### src/design/cfd_pkg.sv
// Package with the beat types, codes and CRC helper of the frame deframer.
`timescale 1ns / 1ps
`default_nettype none
package cfd_pkg;

    localparam int unsigned MAX_PAYLOAD = 1024;

    localparam logic [7:0] SYNC_FIRST  = 8'hA5;
    localparam logic [7:0] SYNC_SECOND = 8'h5A;
    localparam logic [7:0] TAIL_FIRST  = 8'h0D;
    localparam logic [7:0] TAIL_SECOND = 8'h0A;
    localparam logic [7:0] HDR_ID_OK   = 8'h01;

    localparam logic [15:0] CRC_INIT = 16'hFFFF;
    localparam logic [15:0] CRC_POLY = 16'h1021;

    // Byte positions within a frame, counted from the first sync byte.
    localparam logic [10:0] POS_SYNC_SECOND = 11'd1;
    localparam logic [10:0] POS_VERSION     = 11'd2;
    localparam logic [10:0] POS_TYPE        = 11'd3;
    localparam logic [10:0] POS_LEN_LOW     = 11'd5;
    localparam logic [10:0] HDR_BYTES       = 11'd10;

    localparam logic [16:0] ELAPSED_MAX = 17'h1FFFF;

    localparam logic [1:0] CFG_CHECK_MODE = 2'd0;
    localparam logic [1:0] CFG_TIMEOUT    = 2'd1;

    localparam logic [15:0] TIMEOUT_RESET = 16'd100;

    typedef enum logic {
        OP_BYTE = 1'b0,
        OP_TICK = 1'b1
    } t_op;

    typedef enum logic {
        KIND_PAYLOAD = 1'b0,
        KIND_VERDICT = 1'b1
    } t_kind;

    typedef enum logic [2:0] {
        ST_OK      = 3'd0,
        ST_BAD_HDR = 3'd1,
        ST_TAIL    = 3'd2,
        ST_CRC     = 3'd3,
        ST_LENGTH  = 3'd4,
        ST_TIMEOUT = 3'd5
    } t_status;

    typedef struct packed {
        logic       op;
        logic [7:0] data_byte;
    } t_in_item;

    typedef struct packed {
        logic        kind;
        logic [7:0]  payload_byte;
        logic [2:0]  status;
        logic [31:0] frame_seq;
        logic [10:0] payload_len;
        logic [31:0] valid_count;
        logic [31:0] dropped_count;
        logic [31:0] crc_error_count;
        logic [31:0] tail_error_count;
        logic [31:0] timeout_error_count;
    } t_out_item;

    typedef struct packed {
        logic       init;
        logic       update;
        logic [7:0] data;
    } t_crc_ctl;

    // CRC-16/CCITT-FALSE over one byte, MSB first.
    function automatic logic [15:0] crc16_byte(input logic [15:0] crc_in,
                                               input logic [7:0] data);
        logic [15:0] c;
        c = crc_in ^ {data, 8'h00};
        for (int i = 0; i < 8; i++) begin
            c = c[15] ? ({c[14:0], 1'b0} ^ CRC_POLY) : {c[14:0], 1'b0};
        end
        return c;
    endfunction

    // Length field clipped to the width of the result field.
    function automatic logic [10:0] sat_len(input logic [15:0] len);
        return (|len[15:11]) ? 11'h7FF : len[10:0];
    endfunction

endpackage
`default_nettype wire

### src/design/cfd_crc16.sv
// Running CRC-16/CCITT-FALSE register of the frame deframer.
`timescale 1ns / 1ps
`default_nettype none
module cfd_crc16
    import cfd_pkg::*;
(
    input  wire logic        i_clk,
    input  wire logic        i_rst_n,
    input  wire t_crc_ctl    i_ctl,
    output logic [15:0]      o_crc
);

    logic [15:0] r_crc;
    logic [15:0] n_crc;

    always_comb begin
        n_crc = r_crc;
        if (i_ctl.init) begin
            n_crc = CRC_INIT;
        end else if (i_ctl.update) begin
            n_crc = crc16_byte(r_crc, i_ctl.data);
        end
    end

    always_ff @(posedge i_clk) begin
        if (!i_rst_n) begin
            r_crc <= CRC_INIT;
        end else begin
            r_crc <= n_crc;
        end
    end

    assign o_crc = r_crc;

endmodule
`default_nettype wire

### src/design/crc_frame_deframer.sv
// Top level of the frame deframer: sync hunt, header capture, checks and verdicts.
//
// Usage: the input channel carries one beat per received byte or per one
// millisecond tick (op selects which). The block hunts for the A5 5A sync
// pair, captures version, type, length and sequence, forwards every payload
// byte as a result beat of kind payload, and closes each frame with exactly
// one verdict beat that holds the status, the sequence, the length and all
// five wrapping counters. Each input beat produces zero or one result beat.
// A result is in the output register the cycle after its input beat is accepted.
// Throughput is one beat per cycle unless the receiver stalls; every input
// beat is handled in a single pass of logic from the frame state registers
// to the output register. The output register decouples the two sides: a
// new beat is taken whenever the register is empty or being drained in the
// same cycle, so a stalled receiver holds the input only while a result is
// still waiting. Configuration (check mode, timeout in ticks) is to be written
// through the plain write port while the block is idle, which the block does
// not enforce; it applies to the next beat. Synchronous active-low reset returns
// to sync hunt, clears all counters and check mode, sets a 100-tick timeout.
`timescale 1ns / 1ps
`default_nettype none
module crc_frame_deframer
    import cfd_pkg::*;
(
    input  wire logic        i_clk,
    input  wire logic        i_rst_n,
    input  wire logic        i_in_valid,
    output logic             o_in_ready,
    input  wire t_in_item    i_in_data,
    output logic             o_out_valid,
    input  wire logic        i_out_ready,
    output t_out_item        o_out_data,
    input  wire logic        i_cfg_we,
    input  wire logic [1:0]  i_cfg_index,
    input  wire logic [15:0] i_cfg_data
);

    // Configuration registers.
    logic        r_check_mode;
    logic [15:0] r_timeout;

    // Frame state.
    logic [10:0] r_pos,     n_pos;
    logic [7:0]  r_version, n_version;
    logic [7:0]  r_type,    n_type;
    logic [15:0] r_length,  n_length;
    logic [31:0] r_seq,     n_seq;
    logic [15:0] r_crc_rx,  n_crc_rx;
    logic [7:0]  r_tail,    n_tail;
    logic [16:0] r_elapsed, n_elapsed;

    // Counters.
    logic [31:0] r_valid_total,   n_valid_total;
    logic [31:0] r_dropped_total, n_dropped_total;
    logic [31:0] r_crc_err_total, n_crc_err_total;
    logic [31:0] r_tail_err_total, n_tail_err_total;
    logic [31:0] r_timeout_total, n_timeout_total;

    // Output register.
    logic        r_out_valid;
    t_out_item   r_out;

    logic        in_fire;
    logic        is_tick;
    logic [7:0]  b;
    logic [16:0] elapsed_eff;
    logic        timed_out;
    logic [15:0] crc_now;
    t_crc_ctl    crc_ctl;
    logic        emit;
    logic        emit_kind;
    logic [7:0]  emit_byte;
    logic [2:0]  emit_status;
    logic [31:0] emit_seq;
    logic [15:0] emit_len;
    logic [15:0] len_new;
    logic [10:0] len_frame;
    logic [10:0] payload_end;
    logic        tail_ok;
    logic        crc_ok;
    logic        hdr_ok;

    assign o_in_ready = !r_out_valid || i_out_ready;
    assign in_fire    = i_in_valid && o_in_ready;
    assign is_tick    = (i_in_data.op == OP_TICK);
    assign b          = i_in_data.data_byte;

    cfd_crc16 u_crc (
        .i_clk   (i_clk),
        .i_rst_n (i_rst_n),
        .i_ctl   (crc_ctl),
        .o_crc   (crc_now)
    );

    // A tick advances the elapsed count before the check; a byte is checked
    // against the count as it stands.
    always_comb begin
        elapsed_eff = r_elapsed;
        if (is_tick && (r_pos >= POS_VERSION) && (r_elapsed != ELAPSED_MAX)) begin
            elapsed_eff = r_elapsed + 17'd1;
        end
        timed_out = (r_pos >= POS_VERSION) && (elapsed_eff > {1'b0, r_timeout});
    end

    // Once past the header the length field is known to lie in 1..MAX_PAYLOAD.
    assign len_frame   = r_length[10:0];
    assign payload_end = HDR_BYTES + len_frame;
    assign len_new     = {r_length[7:0], b};
    assign tail_ok     = (r_tail == TAIL_FIRST) && (b == TAIL_SECOND);
    assign crc_ok      = (r_crc_rx == crc_now);
    assign hdr_ok      = (r_version == HDR_ID_OK) && (r_type == HDR_ID_OK);

    always_comb begin
        n_pos            = r_pos;
        n_version        = r_version;
        n_type           = r_type;
        n_length         = r_length;
        n_seq            = r_seq;
        n_crc_rx         = r_crc_rx;
        n_tail           = r_tail;
        n_elapsed        = r_elapsed;
        n_valid_total    = r_valid_total;
        n_dropped_total  = r_dropped_total;
        n_crc_err_total  = r_crc_err_total;
        n_tail_err_total = r_tail_err_total;
        n_timeout_total  = r_timeout_total;
        crc_ctl          = '{init: 1'b0, update: 1'b0, data: b};
        emit             = 1'b0;
        emit_kind        = KIND_VERDICT;
        emit_byte        = 8'h00;
        emit_status      = ST_OK;
        emit_seq         = 32'h0;
        emit_len         = 16'h0;

        if (in_fire) begin
            n_elapsed = elapsed_eff;
            if (timed_out) begin
                // Drop the frame; a byte in the same beat restarts the hunt.
                n_timeout_total = r_timeout_total + 32'd1;
                n_dropped_total = r_dropped_total + 32'd1;
                emit            = 1'b1;
                emit_status     = ST_TIMEOUT;
                emit_seq        = r_seq;
                emit_len        = r_length;
                n_elapsed       = 17'h0;
                n_pos           = (!is_tick && (b == SYNC_FIRST)) ? POS_SYNC_SECOND : 11'd0;
            end else if (!is_tick) begin
                if (r_pos == 11'd0) begin
                    if (b == SYNC_FIRST) begin
                        n_pos = POS_SYNC_SECOND;
                    end
                end else if (r_pos == POS_SYNC_SECOND) begin
                    if (b == SYNC_SECOND) begin
                        n_pos     = POS_VERSION;
                        n_elapsed = 17'h0;
                        n_version = 8'h00;
                        n_type    = 8'h00;
                        n_length  = 16'h0;
                        n_seq     = 32'h0;
                        n_crc_rx  = 16'h0;
                        n_tail    = 8'h00;
                        crc_ctl.init = 1'b1;
                    end else if (b != SYNC_FIRST) begin
                        n_pos = 11'd0;
                    end
                end else begin
                    n_pos = r_pos + 11'd1;
                    if (r_pos < HDR_BYTES) begin
                        crc_ctl.update = 1'b1;
                        if (r_pos == POS_VERSION) begin
                            n_version = b;
                        end else if (r_pos == POS_TYPE) begin
                            n_type = b;
                        end else if (r_pos <= POS_LEN_LOW) begin
                            n_length = len_new;
                            if ((r_pos == POS_LEN_LOW) &&
                                ((len_new == 16'h0) || (len_new > 16'(MAX_PAYLOAD)))) begin
                                n_dropped_total = r_dropped_total + 32'd1;
                                emit            = 1'b1;
                                emit_status     = ST_LENGTH;
                                emit_len        = len_new;
                                n_pos           = 11'd0;
                                n_elapsed       = 17'h0;
                            end
                        end else begin
                            n_seq = {r_seq[23:0], b};
                        end
                    end else if (r_pos < payload_end) begin
                        crc_ctl.update = 1'b1;
                        emit           = 1'b1;
                        emit_kind      = KIND_PAYLOAD;
                        emit_byte      = b;
                    end else if (r_pos < payload_end + 11'd2) begin
                        n_crc_rx = {r_crc_rx[7:0], b};
                    end else if (r_pos == payload_end + 11'd2) begin
                        n_tail = b;
                    end else begin
                        // Last tail byte: issue the frame verdict.
                        emit      = 1'b1;
                        emit_seq  = r_seq;
                        emit_len  = r_length;
                        n_pos     = 11'd0;
                        n_elapsed = 17'h0;
                        if (r_check_mode) begin
                            if (!hdr_ok) begin
                                emit_status     = ST_BAD_HDR;
                                n_dropped_total = r_dropped_total + 32'd1;
                            end else if (!tail_ok) begin
                                emit_status      = ST_TAIL;
                                n_tail_err_total = r_tail_err_total + 32'd1;
                                n_dropped_total  = r_dropped_total + 32'd1;
                            end else if (!crc_ok) begin
                                emit_status     = ST_CRC;
                                n_crc_err_total = r_crc_err_total + 32'd1;
                                n_dropped_total = r_dropped_total + 32'd1;
                            end else begin
                                emit_status   = ST_OK;
                                n_valid_total = r_valid_total + 32'd1;
                            end
                        end else begin
                            if (tail_ok && crc_ok) begin
                                emit_status   = ST_OK;
                                n_valid_total = r_valid_total + 32'd1;
                            end else begin
                                emit_status     = tail_ok ? ST_CRC : ST_TAIL;
                                n_dropped_total = r_dropped_total + 32'd1;
                            end
                        end
                    end
                end
            end
        end
    end

    // Configuration writes.
    always_ff @(posedge i_clk) begin
        if (!i_rst_n) begin
            r_check_mode <= 1'b0;
            r_timeout    <= TIMEOUT_RESET;
        end else if (i_cfg_we) begin
            case (i_cfg_index)
                CFG_CHECK_MODE: r_check_mode <= i_cfg_data[0];
                CFG_TIMEOUT:    r_timeout    <= i_cfg_data;
                default:        ;
            endcase
        end
    end

    // Frame state and counters.
    always_ff @(posedge i_clk) begin
        if (!i_rst_n) begin
            r_pos            <= 11'd0;
            r_version        <= 8'h00;
            r_type           <= 8'h00;
            r_length         <= 16'h0;
            r_seq            <= 32'h0;
            r_crc_rx         <= 16'h0;
            r_tail           <= 8'h00;
            r_elapsed        <= 17'h0;
            r_valid_total    <= 32'h0;
            r_dropped_total  <= 32'h0;
            r_crc_err_total  <= 32'h0;
            r_tail_err_total <= 32'h0;
            r_timeout_total  <= 32'h0;
        end else begin
            r_pos            <= n_pos;
            r_version        <= n_version;
            r_type           <= n_type;
            r_length         <= n_length;
            r_seq            <= n_seq;
            r_crc_rx         <= n_crc_rx;
            r_tail           <= n_tail;
            r_elapsed        <= n_elapsed;
            r_valid_total    <= n_valid_total;
            r_dropped_total  <= n_dropped_total;
            r_crc_err_total  <= n_crc_err_total;
            r_tail_err_total <= n_tail_err_total;
            r_timeout_total  <= n_timeout_total;
        end
    end

    // Output register: loaded by a beat that produces a result, emptied when
    // the receiver takes it.
    always_ff @(posedge i_clk) begin
        if (!i_rst_n) begin
            r_out_valid <= 1'b0;
        end else if (emit) begin
            r_out_valid <= 1'b1;
        end else if (i_out_ready) begin
            r_out_valid <= 1'b0;
        end
    end

    always_ff @(posedge i_clk) begin
        if (emit) begin
            r_out.kind                <= emit_kind;
            r_out.payload_byte        <= emit_byte;
            r_out.status              <= emit_status;
            r_out.frame_seq           <= emit_seq;
            r_out.payload_len         <= sat_len(emit_len);
            r_out.valid_count         <= n_valid_total;
            r_out.dropped_count       <= n_dropped_total;
            r_out.crc_error_count     <= n_crc_err_total;
            r_out.tail_error_count    <= n_tail_err_total;
            r_out.timeout_error_count <= n_timeout_total;
        end
    end

    assign o_out_valid = r_out_valid;
    assign o_out_data  = r_out;

endmodule
`default_nettype wire
### config.mk
export PLATFORM = sky130hd
export DESIGN_NAME = crc_frame_deframer
export DESIGN_NICKNAME = d
export VERILOG_FILES = /design/src/design/cfd_pkg.sv /design/src/design/cfd_crc16.sv /design/src/design/crc_frame_deframer.sv
export SDC_FILE = /design/constraint.sdc
export NUM_CORES = 1
export LEC_CHECK = 0
export ABC_AREA = 1
export BUFFER_PORTS_ARGS = -buffer_cell sky130_fd_sc_hd__buf_2
export CORE_AREA = 2 2 200 252
export CTS_BUF_LIST = sky130_fd_sc_hd__clkbuf_4 sky130_fd_sc_hd__clkbuf_8 sky130_fd_sc_hd__clkbuf_16
export DETAILED_ROUTE_END_ITERATION = 10
export DIE_AREA = 0 0 202 254
export PLACE_DENSITY_LB_ADDON = 0.1
export SKIP_LAST_GASP = 1
export SYNTH_ARGS = -nofsm -noshare
export SYNTH_HDL_FRONTEND = slang
export SYNTH_SLANG_ARGS = --single-unit
### constraint.sdc
create_clock -name i_clk -period 12.05 [get_ports i_clk]
set_clock_uncertainty 0.2 [all_clocks]
set_input_delay 2.41 -clock i_clk [delete_from_list [all_inputs] [get_ports i_clk]]
set_output_delay 2.41 -clock i_clk [all_outputs]
set_load 0.005 [all_outputs]
==> results.md, run 1 <==
- The final-report max-slew violation count was 0.
- Of all nets on the critical path, the largest fanout is 171.
- The count of fill cells added during filler insertion is 4417.
- The synthesized-area fraction occupied by xor and xnor cells is 0.04730.
- For this run, the top clock speed supported by timing is ~140 MHz.
- The critical path is of the input pin to flop type.
- Dividing total power by cell area gives a power density of between 200 and 250 nW/um^2.
- After detailed routing, the met3 layer carries 4.719 mm of wire.
- The number of design rule violations left after detail routing is 0.
- The number of buffers added by the clock tree synthesis step is 53.
- For the pin with the worst max-slew slack, the measured transition is 1214 ps.
- Among all flip-flop cells after synthesis, the most frequent one is dfxtp_1.
- The area overhead of the layout relative to synthesis is 13.22%.
- The Yosys step of the flow raised 0 warnings.
- The number of standard-cell rows in the floorplan is 91.
- The worst voltage drop across the vdd grid is 0.2601 mV.
- The initial utilization of the core area, before any placement, comes to 0.5458.
- Headroom to the max-slew limit came out at 0.1908.
- The total of buffers placed on input and output ports is about 250.
- The number of sinks driven by the clock tree is about 530.
- The largest net degree at the start of global routing is 172.
- Data on the critical path arrives at its endpoint at 7290 ps.
- The final critical-path share of the clock period is 0.6028.
- Clock latency on the worst-skew pair, taken at its later pin, is 620 ps.
- Of the total synthesized cell area, the portion taken by full adders, half adders and majority gates is 0.02346.
- The top cell types in the final layout, fill and taps aside, are nand2_1 (778), inv_1 (439), nor2_1 (409), dfxtp_1 (310), a21oi_1 (263).
- The worst hold path terminates at r_tail[5]$_SDFFE_PN0P_.
- The flow ran to the end, and the final reports show no timing, DRC or antenna violations.
- The die boundary height is 254 microns.
- The die covers slightly above 50000 sq um.
- The final route contains 23680 vias.
- The source of the worst register-to-register timing path is r_elapsed[0]$_SDFFE_PN0P_.
- The number of distinct library cells after synthesis is 56.
- STA classifies the critical path startpoint as an input pin.
- In the final routed layout, each cell accounts on average for 17.21 microns.
- After technology mapping, the gate count stands at 3447.
- The tool flagged a number of max-cap violations equal to 0.
- The total congestion overflow is 0.
- Setup repair after global routing left no endpoint under its margin.
- The number of gates resized after CTS is 0.
- The share of synthesized area spent on multiplexers is 0.
- Data on the critical path is required at its endpoint by 12080 ps.
- Setup violations remaining at the end of the flow were counted as 0.
- The sequential-to-total area share from yosys stat is 0.4749.
- The post-synthesis compound-gate area fraction came to 0.1000.
- The synthesized design contains 215 enable-type register cells.
- The worst register-to-register path ends at o_out_data[125]$_DFFE_PP_.
- The overall power is around 6.6 mW.
- The number of vias per cell after detailed routing is 5.457.
- The shortest clock period the worst path allows after layout is 7264 ps.
- The placed cell count is 4239.
- In this run, post-CTS hold repair placed 0 buffers.
- The clock tree from TritonCTS is done.
- The final hold violation count was 0.
- The count of pins on the block boundary is between 200 and 250.
- In the final layout, the share of cells above drive strength 1 is 0.1142.
- The top routing layer in use is met5.
- The first global-routing pass estimated 117.2 mm of wire.
- The type of the tightest min-delay check is flop to flop.
- The violation count after the first detailed-routing iteration is 1728.
- In this run the standard cell core region covers 48850 sq um.
- The CTS H-tree depth is 2.
- By area, the combinational part of the netlist is dominated by simple AND/OR/NAND/NOR gates.
- The detailed router put a total of 31.78 mm of wire on met1.
- The critical hold path startpoint is r_tail[5]$_SDFFE_PN0P_.
- The number of buffers inserted by post-CTS setup repair is 0.
- The final net count is 3725.
- For this design the static power due to leakage is 12.51 nW.
- In this run, synthesis produced a sequential element count of between 500 and 600.
- The setup slack on the worst flop-to-flop path is 5540 ps.
- Leaving out fill and tap cells, the most frequent cell in the layout is nand2_1.
- Once detailed placement completed, the half-perimeter wirelength came to 53.58 mm.
- Of the total synthesized cell area, the portion taken by AND, OR, NAND and NOR gates is 0.2707.
- The capturing element type of the critical path is a flop.
- The routed design has about 75 mm of wire.
- The proportion of register bits with asynchronous set or reset after synthesis is 0.
- Counting every net in the synthesized netlist gives about 3500.
- The mapped netlist covers 26660 sq um.
- The number of antenna violations at the first check in global routing is 1.
- Clock tree synthesis selected as its root buffer the cell clkbuf_16.
- The met2 wire length is 36.07 mm.
- The number of stages on the worst hold path is 2.
- The overall die width is 202 microns.
- The sum of negative setup slack is 0 ps.
- The count of cells in the finished layout, fillers not included, comes to about 4300.
- The number of detailed-routing iterations run before antenna repair is 6.
- The mean area per synthesized cell is approximately 7.7 sq um.
- Once detail routing completed, the nets flagged for antenna violations numbered 0.
- The global placement routability congestion is 0.9605.
- The number of global-route vias before repair is 22140.
- The clock slew at the register clock pins of the worst setup and hold paths is 60 ps.
- The total global-route track usage is 0.2853.
- No sink is reached through more buffers than the 3 on the longest clock path.
- The number of cells on the worst reg-to-reg path is 29.
[worst max-delay path, stage by stage]
cell,delay (ps)
buf_2,120
inv_2,90
nor2_1,180
nand2_4,130
nor3_1,360
nand4_1,210
nor2_1,190
xor2_1,110
ha_1,300
nand4_1,90
inv_1,90
nand2_1,60
nand2_1,50
nand2_1,50
nand2_1,50
nand2_1,110
nand2_2,110
nand2_4,280
nor2_4,590
inv_2,240
nand2_4,570
buf_12,700
[worst max path at each step]
| stage | start | to | slack, ps | depth (start not counted) |
|---|---|---|---|---|
| 2_1_floorplan | i_in_data[8] | o_out_data[0]$_DFFE_PP_ | 1950 | 21 |
| 3_3_place_gp | i_in_data[8] | o_out_data[198]$_SDFFCE_PN0P_ | 4310 | 24 |
| 3_5_place_dp | i_in_data[8] | o_out_data[128]$_DFFE_PP_ | 4220 | 24 |
| 4_1_cts | i_in_data[8] | o_out_data[109]$_DFFE_PP_ | 4880 | 24 |
| 5_1_grt | i_in_data[8] | o_out_data[125]$_DFFE_PP_ | 4330 | 22 |
| 6_report | i_in_data[8] | o_out_data[125]$_DFFE_PP_ | 4790 | 22 |
[flip-flops by register name (all words and copies together), names as in the netlist]
signal            count
r_tail_err_total     32
r_timeout            16
r_elapsed            17
r_crc_err_total      32
r_timeout_total      32
o_out_valid           1
r_version             8
r_type                8
r_pos                11
r_seq                32
r_check_mode          1
r_valid_total        32
r_crc_rx             16
u_crc.o_crc          16
r_dropped_total      32
r_tail                8
o_out_data          215
r_length             16
[synth_stat cells, drive strengths merged (4+ instances only)]
master    n  area share
a21oi   264       0.050
a22oi    11      0.0031
and2      9      0.0021
buf      39      0.0080
clkbuf   79       0.011
dfxtp   310        0.23
edfxtp  215        0.24
ha       50       0.023
inv     454       0.064
nand2   789        0.11
nand3   152       0.031
nand3b   20      0.0056
nand4   112       0.027
nor2    420       0.061
nor3     98       0.019
nor3b     4      0.0011
nor4     26      0.0063
o211ai    7      0.0020
o21a      6      0.0017
o21ai   183       0.035
o21bai    7      0.0020
o22ai    13      0.0031
or2      18      0.0042
xnor2    38       0.012
xor2    106       0.035
[where the power goes]
group	internal (mW)	switching [mW]	leakage, nW
Combinational	0.649	1.43	7.03
Clock	0.998	0.741	0.910
Sequential	2.49	0.258	4.57
[area by class of cell]
cell class / instances / area, sq um / area share
antenna: 1 / 2.502 / 0.00008290
sequential: 525 / 12660 / 0.4195
inverter: 457 / 1723 / 0.05708
multi-input combinational: 2347 / 11790 / 0.3905
tap: 651 / 814.5 / 0.02698
clock inverter: 36 / 410.4 / 0.01360
timing repair buffer: 259 / 1339 / 0.04435
clock buffer: 64 / 1446 / 0.04792
[per-layer routing]
metal / GRT usage / vias to the layer above
met4: 0.09685 / 2
met5: 0 / -
li1: - / 11670
met1: 0.3716 / 11080
met3: 0.04270 / 146
met2: 0.4859 / 790
[through the flow]
stage                 util  setup slack [ps]  hold WS, ps  instance area [sq um]
floorplan                -              1947        223.6                  26660
global placement    0.5799              4306        233.5                  28330
detailed placement  0.5799              4217        244.4                  28330
CTS                 0.6179              4881        253.9                  30180
global route        0.6179              4334        277.0                  30180
finish              0.6180              4786        252.1                  30190
[cells by family after synthesis]
group	after synthesis
AOI/OAI and AO/OA	502
adders and majority gates	50
buffers and inverters	575
DFF	525
and+or+nand+nor	1651
xor gates and xnor gates	144
Note: power is estimated with default switching activity, not from simulation.
==> run 2: changes to the inputs <==
CORE_AREA = 2 2 202 254   (was 2 2 200 252)
DIE_AREA = 0 0 204 256   (was 0 0 202 254)
clock period = 6.2 ns   (was 12.05 ns; I/O delays follow)
==> run 2 against run 1 <==
  * Critical path type is now flop to flop
  * Critical endpoint is now o_out_data[11]$_DFFE_PP_
  * Critical path depth grew 7
  * Wire length up 2.3%
  * Worst setup slack got worse by 4200 ps
  * Register-to-register slack worse by 5000 ps
  * Sequential power rose by 95%
  * Worst hold slack hardly changed
  * Count of clock-buffer cells in the layout is the same
  * Largest cell class unchanged
  * Combinational power is 100% higher
  * Flip-flop and latch count unchanged
  * Cell count up 0.62%
==> results.md, run 2 (synthesized netlist as in run 1, its figures left out) <==
- Result of the run: finished clean (unchanged).
- The shortest clock period the worst path allows after layout is 5660 ps.
- The clock latency of the later-clocked register in the worst-skew pair was 610 ps (was 620 ps).
- The number of stages on the worst hold path is 2 (unchanged).
- The setup slack on the worst flop-to-flop path was 540 ps (was 5540 ps).
- The number of design rule violations left after detail routing is 0 (unchanged).
- The number of maximum-capacitance constraint violations is 0 (unchanged).
- The total power divided by cell area came to 421.8 nW/um^2 (was 217.3 nW/um^2).
- The register area is 12660 sq um (unchanged).
- The capturing element type of the critical path is a flop (unchanged).
- The number of detailed-routing iterations run before antenna repair is 6 (unchanged).
- The source of the worst register-to-register timing path is r_elapsed[0]$_SDFFE_PN0P_ (unchanged).
- The number of buffers and inverters on the critical path came to 4 (was 5).
- The number of sinks driven by the clock tree came to 525 (unchanged).
- The global-route wire length before repair was 120.6 mm (was 117.2 mm).
- The total half-perimeter wirelength after legalization and detailed placement is 55.72 mm (was 53.58 mm).
- The design internal power came to 7.993 mW (was 4.136 mW).
- The placeable core area came to 49960 sq um (was 48850 sq um).
- The leakage power of the design came to 12.59 nW (was 12.51 nW).
- The most prevalent standard cell on the critical path is nand2_1 (unchanged).
- Unrepaired setup endpoints after global routing: no (unchanged).
- The share of post-route cells with drive strength above 1 is 0.1192 (was 0.1142).
- The type of the tightest min-delay check is flop to flop (unchanged).
- The number of global-route vias before repair is 22570 (was 22140).
- The total congestion overflow is 0 (unchanged).
- The worst-case reg-to-reg path depth is 29 (unchanged).
- The worst slew slack as a fraction of its limit came to 0.3235 (was 0.1908).
- The sum of negative setup slack came to 0 ps (unchanged).
- The number of antenna violations at the first check in global routing was 1 (unchanged).
- The number of buffers added by the clock tree synthesis step is 52 (was 53).
- The detail-routed net length per standard cell was 17.50 microns (was 17.21 microns).
- The worst voltage drop across the vdd grid came to 0.2701 mV (was 0.2601 mV).
- The area overhead of the layout relative to synthesis is 13.56% (was 13.22%).
- The total of buffers placed on input and output ports is 248 (unchanged).
- The transition at the pin with the smallest max-transition slack is 1015 ps (was 1214 ps).
- The clock tree root buffer cell is clkbuf_16 (unchanged).
- The number of gates resized after CTS is 0 (unchanged).
- The final hold violation count is 0 (unchanged).
- The final-report setup violation count is 0 (unchanged).
- The number of vias per cell after detailed routing came to 5.422 (was 5.457).
- The type of the worst setup path is flop to flop (was input pin to flop).
- The violation count after the first detailed-routing iteration was 1722 (was 1728).
- The critical path data required time is 6260 ps (was 12080 ps).
- The via total after detailed routing is 23680 (about the same).
- The combinational cell fraction of total power is 0.328 (was 0.316).
- The starting density of the core came to 0.5337 (was 0.5458).
- The fraction of power spent switching nets is 0.3741 (was 0.3695).
- The worst hold slack across all endpoints was 252.2 ps (was 252.1 ps).
- The number of routed nets with antenna violations is 0 (unchanged).
- The switching power of the nets came to 4.779 mW (was 2.424 mW).
- The count of pins on the block boundary is 249 (unchanged).
- The maximum clock insertion buffer count was 3 (unchanged).
- The top cell family by delay on the critical path is simple AND/OR/NAND/NOR gates (unchanged).
- Highest-count cells in the layout ignoring fill and taps: nand2_1 (778), inv_1 (439), nor2_1 (409), dfxtp_1 (310), a21oi_1 (263) (unchanged).
- The largest incremental delay on the critical path is 560 ps (was 700 ps).
- The hold buffer count at CTS is 0 (unchanged).
- The overall die width was 204 microns (was 202 microns).
- The clock slew at the register clock pins of the worst setup and hold paths is 60 ps (about the same).
- The utilization after layout is 0.6061 (was 0.6180).
- The total routed wirelength is 76.42 mm (was 74.68 mm).
- The fraction of power consumed by sequential logic was 0.420 (was 0.419).
- The number of antenna cells inserted is 0 (was 1).
- The terminating pin of the worst hold path was r_seq[24]$_SDFFE_PN0P_ (was r_tail[5]$_SDFFE_PN0P_).
- The total area of multi-input combinational cells was 11800 sq um (was 11790 sq um).
- The part of the total power dissipated in the clock network is 0.251 (was 0.265).
- The count of fill cells added during filler insertion is 4578 (was 4417).
- The clock tree from TritonCTS was done (unchanged).
- The final-report max-slew violation count is 0 (unchanged).
- The capture instance of the worst register-to-register path is o_out_data[11]$_DFFE_PP_ (was o_out_data[125]$_DFFE_PP_).
- The critical path startpoint is r_elapsed[0]$_SDFFE_PN0P_ (was i_in_data[8]).
- The critical hold path startpoint was r_seq[24]$_SDFFE_PN0P_ (was r_tail[5]$_SDFFE_PN0P_).
- The die boundary height came to 256 microns (was 254 microns).
- The signal arrival time at the worst endpoint is 5720 ps (was 7290 ps).
- The total global-route track usage is 0.2890 (was 0.2853).
- The final critical-path share of the clock period is 0.9128.
- The number of buffers inserted by post-CTS setup repair was 0 (unchanged).
- The maximum fanout count along the critical path is 35 (was 171).
- The die footprint is 52220 sq um (was 51310 sq um).
- The largest net degree at the start of global routing is 97 (was 172).
- The cell with the biggest individual delay on the critical path is nor2_4 (was buf_12).
- The CTS H-tree depth is 2 (unchanged).
- The leading cell type in the layout, fill and taps excluded is nand2_1 (unchanged).
- Static timing analysis puts the maximum clock frequency at about 180 MHz.
- The final net count was 3748 (was 3725).
- The launching element type of the critical path is a flop (was input pin).
- The number of standard-cell rows in the floorplan came to 92 (was 91).
- The global placement routability congestion came to 0.9439 (was 0.9605).
- The number of flip-flops under the largest register name is 215 (unchanged).
==> run 2: cell types whose count changed in the layout (fill, tap and decap cells not counted), sizes merged <==
cell      change
inv           +1
clkinvlp      -3
bufinv        -3
clkinv        +2
buf          +24
diode         -1
==> run 2: cell type report <==
class / instances / area share
Tap cell: 658 / 0.02719
Multi-Input combinational cell: 2347 / 0.3896
Clock buffer: 64 / 0.04752
Inverter: 457 / 0.05690
Sequential cell: 525 / 0.4182
Clock inverter: 33 / 0.01000
Timing Repair Buffer: 283 / 0.05058
==> run 2: worst reg2reg max path, delay by kind of cell (launching register included) <==
family / cells / cell delay, ps
xor+xnor: 1 / 120
fa+ha+maj: 3 / 670
buf+inv: 4 / 940
simple gates: 21 / 3000
flops: 1 / 380
==> run 2: layer usage <==
layer,vias up,track usage,routed length (microns)
met5,-,0,12
met4,2,0.09501,2376
met3,152,0.04240,4768
met2,809,0.4911,36880
met1,11010,0.3771,32390
li1,11710,-,-
==> run 2: per-stage QoR <==
step / instance area, sq um / power, mW / instances / setup WS [ps]
2_1_floorplan: 26670 / 7.763 / 3447 / 661.6
3_3_place_gp: 28540 / 9.513 / 4270 / 399.2
3_5_place_dp: 28540 / 9.611 / 4270 / 245.6
4_1_cts: 30280 / 12.84 / 4367 / 541.2
5_1_grt: 30280 / 13.50 / 4367 / 46.99
6_report: 30280 / 12.77 / 4367 / 540.4
==> run 2: how the worst max path moves through the flow <==
stage                                    end  cells past startpoint  slack, ps
global placement    o_out_data[39]$_DFFE_PP_                     24        400
CTS                 o_out_data[33]$_DFFE_PP_                     29        540
floorplan            o_out_data[0]$_DFFE_PP_                     23        660
finish              o_out_data[11]$_DFFE_PP_                     29        540
global route        o_out_data[33]$_DFFE_PP_                     29         50
detailed placement  o_out_data[41]$_DFFE_PP_                     24        250
==> run 2: power by group through the flow <==
stage	Sequential [mW]	Combinational, mW	Clock, mW
2_1_floorplan	5.38	2.39	0
3_3_place_gp	5.43	4.09	0
3_5_place_dp	5.43	4.18	0
4_1_cts	5.37	4.20	3.27
5_1_grt	5.46	4.65	3.40
6_report	5.37	4.20	3.21
